--- config.mk ---
export PLATFORM = sky130hd
export DESIGN_NAME = vba_dot
export DESIGN_NICKNAME = d
export VERILOG_FILES = /design/src/rtl/core/vba_pkg.sv /design/src/rtl/core/vba_dot.sv
export SDC_FILE = /design/constraint.sdc
export NUM_CORES = 1
export LEC_CHECK = 0
export BUFFER_PORTS_ARGS = -buffer_cell sky130_fd_sc_hd__buf_2
export CORE_MARGIN = 2
export CORE_UTILIZATION = 60
export DETAILED_ROUTE_END_ITERATION = 10
export HOLD_SLACK_MARGIN = 0.1
export PLACE_DENSITY = 0.87
export SYNTH_ARGS = -nofsm -noshare
export SYNTH_HDL_FRONTEND = slang
export SYNTH_SLANG_ARGS = --single-unit
--- constraint.sdc ---
create_clock -name clk -period 9.7 [get_ports clk]
set_input_delay 0 -clock clk [delete_from_list [all_inputs] [get_ports clk]]
set_output_delay 0 -clock clk [all_outputs]
set_load 0.02 [all_outputs]
--- src/rtl/core/vba_pkg.sv ---
// Shared types and constants of the visibility bitmap accumulator.
`default_nettype none

package vba_pkg;

	localparam int unsigned SMP_IDX_W  = 10;
	localparam int unsigned STP_IDX_W  = 8;
	localparam int unsigned STEP_IDX_N = 256;
	localparam int unsigned COMP_W     = 16;
	localparam int unsigned PROD_W     = 2 * COMP_W;
	localparam int unsigned DOT_W      = PROD_W + 1;
	localparam int unsigned CNT_W      = 9;
	localparam int unsigned SCNT_W     = 11;
	localparam int unsigned TCNT_W     = 9;
	localparam int unsigned CFG_IDX_W  = 1;
	localparam int unsigned CFG_DATA_W = 11;

	localparam logic [CFG_IDX_W-1:0] REG_SAMPLE_COUNT = 1'd0;
	localparam logic [CFG_IDX_W-1:0] REG_STEP_COUNT   = 1'd1;

	localparam logic OP_RECORD = 1'b0;
	localparam logic OP_QUERY  = 1'b1;

	// Control from the sequencer to the store.
	typedef struct packed {
		logic rd;
		logic wr;
		logic clr;
	} vba_mem_ctl_t;

endpackage

`default_nettype wire

--- src/rtl/core/vba_dot.sv ---
// Shared multiply-accumulate unit for the normal-sun dot product.
`default_nettype none

module vba_dot (
	input  logic                              clk,
	input  logic                              arst_n,
	input  logic                              start,
	input  logic signed [vba_pkg::COMP_W-1:0] normal_x,
	input  logic signed [vba_pkg::COMP_W-1:0] normal_y,
	input  logic signed [vba_pkg::COMP_W-1:0] normal_z,
	input  logic signed [vba_pkg::COMP_W-1:0] sun_x,
	input  logic signed [vba_pkg::COMP_W-1:0] sun_y,
	input  logic signed [vba_pkg::COMP_W-1:0] sun_z,
	output logic                              busy,
	output logic                              facing
);
	import vba_pkg::*;

	logic signed [COMP_W-1:0] nx_q, ny_q, nz_q, sx_q, sy_q, sz_q;
	logic signed [COMP_W-1:0] opa, opb;
	logic signed [PROD_W-1:0] prod;
	logic signed [DOT_W-1:0]  acc_q;
	logic [1:0]               k_q;
	logic                     run_q;

	always_comb begin
		case (k_q)
			2'd0: begin
				opa = nx_q;
				opb = sx_q;
			end
			2'd1: begin
				opa = ny_q;
				opb = sy_q;
			end
			default: begin
				opa = nz_q;
				opb = sz_q;
			end
		endcase
		prod = opa * opb;
	end

	always_ff @(posedge clk or negedge arst_n) begin
		if (!arst_n) begin
			run_q <= 1'b0;
			k_q   <= 2'd0;
		end else if (start) begin
			run_q <= 1'b1;
			k_q   <= 2'd0;
		end else if (run_q) begin
			k_q <= k_q + 2'd1;
			if (k_q == 2'd2) begin
				run_q <= 1'b0;
			end
		end
	end

	always_ff @(posedge clk) begin
		if (start) begin
			nx_q  <= normal_x;
			ny_q  <= normal_y;
			nz_q  <= normal_z;
			sx_q  <= sun_x;
			sy_q  <= sun_y;
			sz_q  <= sun_z;
			acc_q <= '0;
		end else if (run_q) begin
			acc_q <= acc_q + DOT_W'(prod);
		end
	end

	assign busy   = run_q;
	// exactly zero faces away
	assign facing = !acc_q[DOT_W-1] && (acc_q != '0);

endmodule

`default_nettype wire

### Yosys cells after proc, flatten, opt, wreduce, memory -nomap -nowiden

Cells that the tools add are included.

* register bits: 132

* add/subtract/negate cells: 2
* multiplexer cells: 7
* equal/unequal tests: 2
* multiply operators: 1
* reduce and logical (&&, ||, !) cells: 5

Operators by type and width (number)
* $pmux 16 s2: 2
* $add 33x32->33: 1
* $reduce_bool 33->1: 1
* $mul 16x16->32: 1
* $mux 2: 2
* $mux 1: 3
* $add 2x1->2 const B: 1
* $eq 2x1->1 const B: 1
* $eq 2x2->1 const B: 1
* $logic_not 2->1: 1
* $reduce_bool 2->1: 1
* $logic_and 1x1->1: 1
* $logic_not 1->1: 1

### Longest topological paths before layout

* depth after elaboration: 4
* mapped depth: 30
* gate-level depth less buffers: 26

### Worst setup path after synthesis

No wires, ideal clock.

* kind: register -> register
* from: register k_q[0]
* to: register acc_q[22]
* setup slack: 2.429 ns
* library setup time: 0.122 ns
* data arrival time: 7.149 ns
* cell stages (with the launch flop): 28
* clock period less this slack: 7.271 ns
* cell sequence: dfrtp_1 inv_1 ha_1 clkbuf_1 clkbuf_1 clkbuf_1 a22oi_1 nand2_1 clkbuf_1 nand2_1 fa_1 fa_1 fa_1 fa_1 inv_1 fa_1 inv_1 fa_1 inv_1 ha_1 a41oi_1 o21ai_0 nand3b_1 o211ai_1 a211oi_1 o31ai_1 mux2_2 a311o_1

* cells in the longest elaborated chain, start to end: 4
* elaborated cells on any way between the ends: 6

Ends and longest elaborated chain
* start: declaration: line vba_dot.sv:23 `logic [1:0] k_q;`
* start signal: assignment: line vba_dot.sv:52 `k_q <= k_q + 2'd1;`
* $eq 2x1->1 or $logic_not 2->1 (tied branches): line vba_dot.sv:27 `case (k_q)`
* $pmux 16 s2: line vba_dot.sv:27
* $mul 16x16->32 *: line vba_dot.sv:41 `prod = opa * opb;`
* $add 33x32->33 *: line vba_dot.sv:69 `acc_q <= acc_q + DOT_W'(prod);`
* end signal: assignment: line vba_dot.sv:69
* end: declaration: line vba_dot.sv:22 `logic signed [DOT_W-1:0] acc_q;`

Mark *: on every way between the ends. The rest lies on a longest branch, timed or not.
A chain may end at the register's enable or synchronous reset.

### Worst setup path after layout

Same ends and word-level chain as after synthesis.

==> results.json <==
{
  "status": "finished, final reports clean",
  "crit_cells": 25,
  "synth.top_cell.area_share_pct": 37.7,
  "cts_tree": "yes",
  "yosys-top-cells-area": "fa_1 38%, edfxtp_1 18%, inv_1 8.5%",
  "ys_ff_latch": 132,
  "cts_htree_levels": 4,
  "ys.flop_type": "edfxtp_1",
  "drc_errors": 0,
  "dp_cells": 1977,
  "hpwl_um": 31100,
  "hold_path_class": "input pin to register",
  "via_count": 13288,
  "relSlewSlack_pct": 16.7,
  "synthDistinctLibCells": 67,
  "cts_buffers": 17,
  "cap_violations": 0,
  "fin_hold_ws_ns": 0.147,
  "cts_root_buf": "clkbuf_16",
  "boundaryPins": 101,
  "whs_path_depth": 2,
  "hold_viol": 0,
  "first_pass_iters": 8,
  "grt_max_degree": 73,
  "synth_edf_count": 96,
  "async_flop_share_pct": 2.27,
  "syn_avg_cell_area_um2": 10.0,
  "yosys_warnings": 0,
  "dr.first_iter.drc_count": 1577,
  "nets": 2260,
  "synth_most_common_cell": "inv_1",
  "die_y_um": 167,
  "cp_num_buf_inv": 5,
  "tightest_slew_ns": 1.25,
  "worstPathMaxFanout": 52,
  "core_area_um2": 26000,
  "grt_pass1_wl_um": 79100,
  "start_kind": "register",
  "avgViaCountPerCell": 6.30,
  "overflow": 0,
  "critPathArrivalTime_ns": 9.24,
  "crit_type": "register to register",
  "grt_usage_pct": 38.2,
  "area_growth_pct": 15.3,
  "antenna_found_initial": 3,
  "drive_gt1_share_pct": 8.80,
  "worst_path_largest_cell_delay_ns": 0.99,
  "end_kind": "register",
  "die_x_um": 167,
  "worstPathRequired_ns": 10.05,
  "syn_inst": 1582,
  "cts_sinks": 132,
  "fin_skew_ns": 0.0241,
  "drv_slew": 0,
  "worstSkewPairLatency_ns": 0.48,
  "port_buffers": 100,
  "ant_nets": 0,
  "gp_congestion": 1.02,
  "period_needed_ns": 8.89,
  "netlist_top_cells_count": "361 x inv_1, 299 x fa_1, 171 x nor2_1, 154 x nand2_1, 103 x ha_1",
  "post-cts-setup-buffer-count": 0,
  "synth_area_leader_cell": "fa_1",
  "synth_area_um2": 15900,
  "clk_path_buf_depth": 2,
  "setup_tns_ns": 0,
  "wl_um": 50300,
  "dieArea_um2": 27800,
  "fmax_mhz": 113,
  "grt_pass1_vias": 14976,
  "critical_path.top_delay_family": "adder cells",
  "syn_nets": 2083,
  "layoutNonFillerInstCount": 2109,
  "wl_per_cell_um": 23.8,
  "start_util_pct": 61.0,
  "nFillCells": 1642,
  "reg2reg_depth": 25,
  "rsz0062_at_grt": "false",
  "setup_viol": 0,
  "num_rows": 59,
  "clk_pin_slew_ns": 0.07,
  "post-route-period-util_pct": 91.6,
  "cp_slowest_cell": "nor2_4",
  "ys_seq_area_share_pct": 22.8,
  "cp_common_cell": "fa_1"
}
[routing by layer]
metal | GRT usage (%) | wire length, um | up-vias
met3 | 12.6 | 6250 | 449
met5 | 0 | 12 | -
met1 | 40.5 | 14600 | 6443
met4 | 32.4 | 5370 | 2
met2 | 62.0 | 24000 | 1103
li1 | - | - | 5291
[path summary, 6_finish.rpt]
path	start	end	slack, ns
worst max-delay path	k_q[0]	acc_q[22]	0.81
worst min-delay path	start	acc_q[21]	0.15
worst max register to register	k_q[0]	acc_q[22]	0.81
worst min register to register	acc_q[24]	acc_q[24]	0.50
max in group asynchronous	arst_n	k_q[0]	8.96
min in group asynchronous	arst_n	k_q[1]	0.52
[final cells by class]
class / count / area (um^2) / share of cell area (%)
Timing Repair Buffer: 213 / 1600 / 8.73
Clock inverter: 15 / 178 / 0.972
Sequential cell: 132 / 3620 / 19.8
Inverter: 362 / 1360 / 7.43
Multi-Input combinational cell: 1033 / 10700 / 58.4
Clock buffer: 17 / 425 / 2.33
Antenna cell: 2 / 5.00 / 0.0274
Tap cell: 335 / 419 / 2.29
[through the flow]
stage	worst slack (ns)	area (um^2)	util (%)
detailed placement	1.33	16700	64.2
floorplan	2.43	15900	-
CTS	1.23	18300	70.3
global route	0.473	18300	70.3
global placement	1.61	16700	64.2
finish	0.815	18300	70.4
[repair_timing]
action | CTS | global route
hold buffers | 98 | 0
endpoints found under the hold margin | 99 | 0
gates resized for setup | 0 | 0
[kinds of logic (layout without fill, tap and decap cells)]
group                      after synthesis  in the layout  share of synthesized area [%]
DFF                                    132            132                           22.8
muxes                                   16             16                           1.02
buffers and inverters                  417            607                           9.88
and+or+nand+nor                        407            407                           10.9
AOI/OAI and AO/OA                      181            181                           7.96
xor gates and xnor gates                27             27                           1.58
other                                    0              2                              0
adders and majority gates              402            402                           45.9
[flip-flops by register name, indices dropped and copies added (netlist names)]
register,count
sy_q,16
ny_q,16
nz_q,16
sx_q,16
acc_q,33
nx_q,16
k_q,2
sz_q,16
busy,1
[cells in the final DEF, fill, tap and decap left out, drive strengths merged, types with 33 or more instances in the layout]
master / synthesis / layout
fa: 299 / 299
dlygate4sd3: 0 / 98
nor2: 171 / 171
buf: 4 / 115
dfxtp: 33 / 33
edfxtp: 96 / 96
ha: 103 / 103
a21oi: 47 / 47
nand2: 154 / 154
inv: 361 / 370
Power is left out: the tool's default activity adds up to more than one toggle a clock period on the data nets, which glitch-free logic cannot reach.
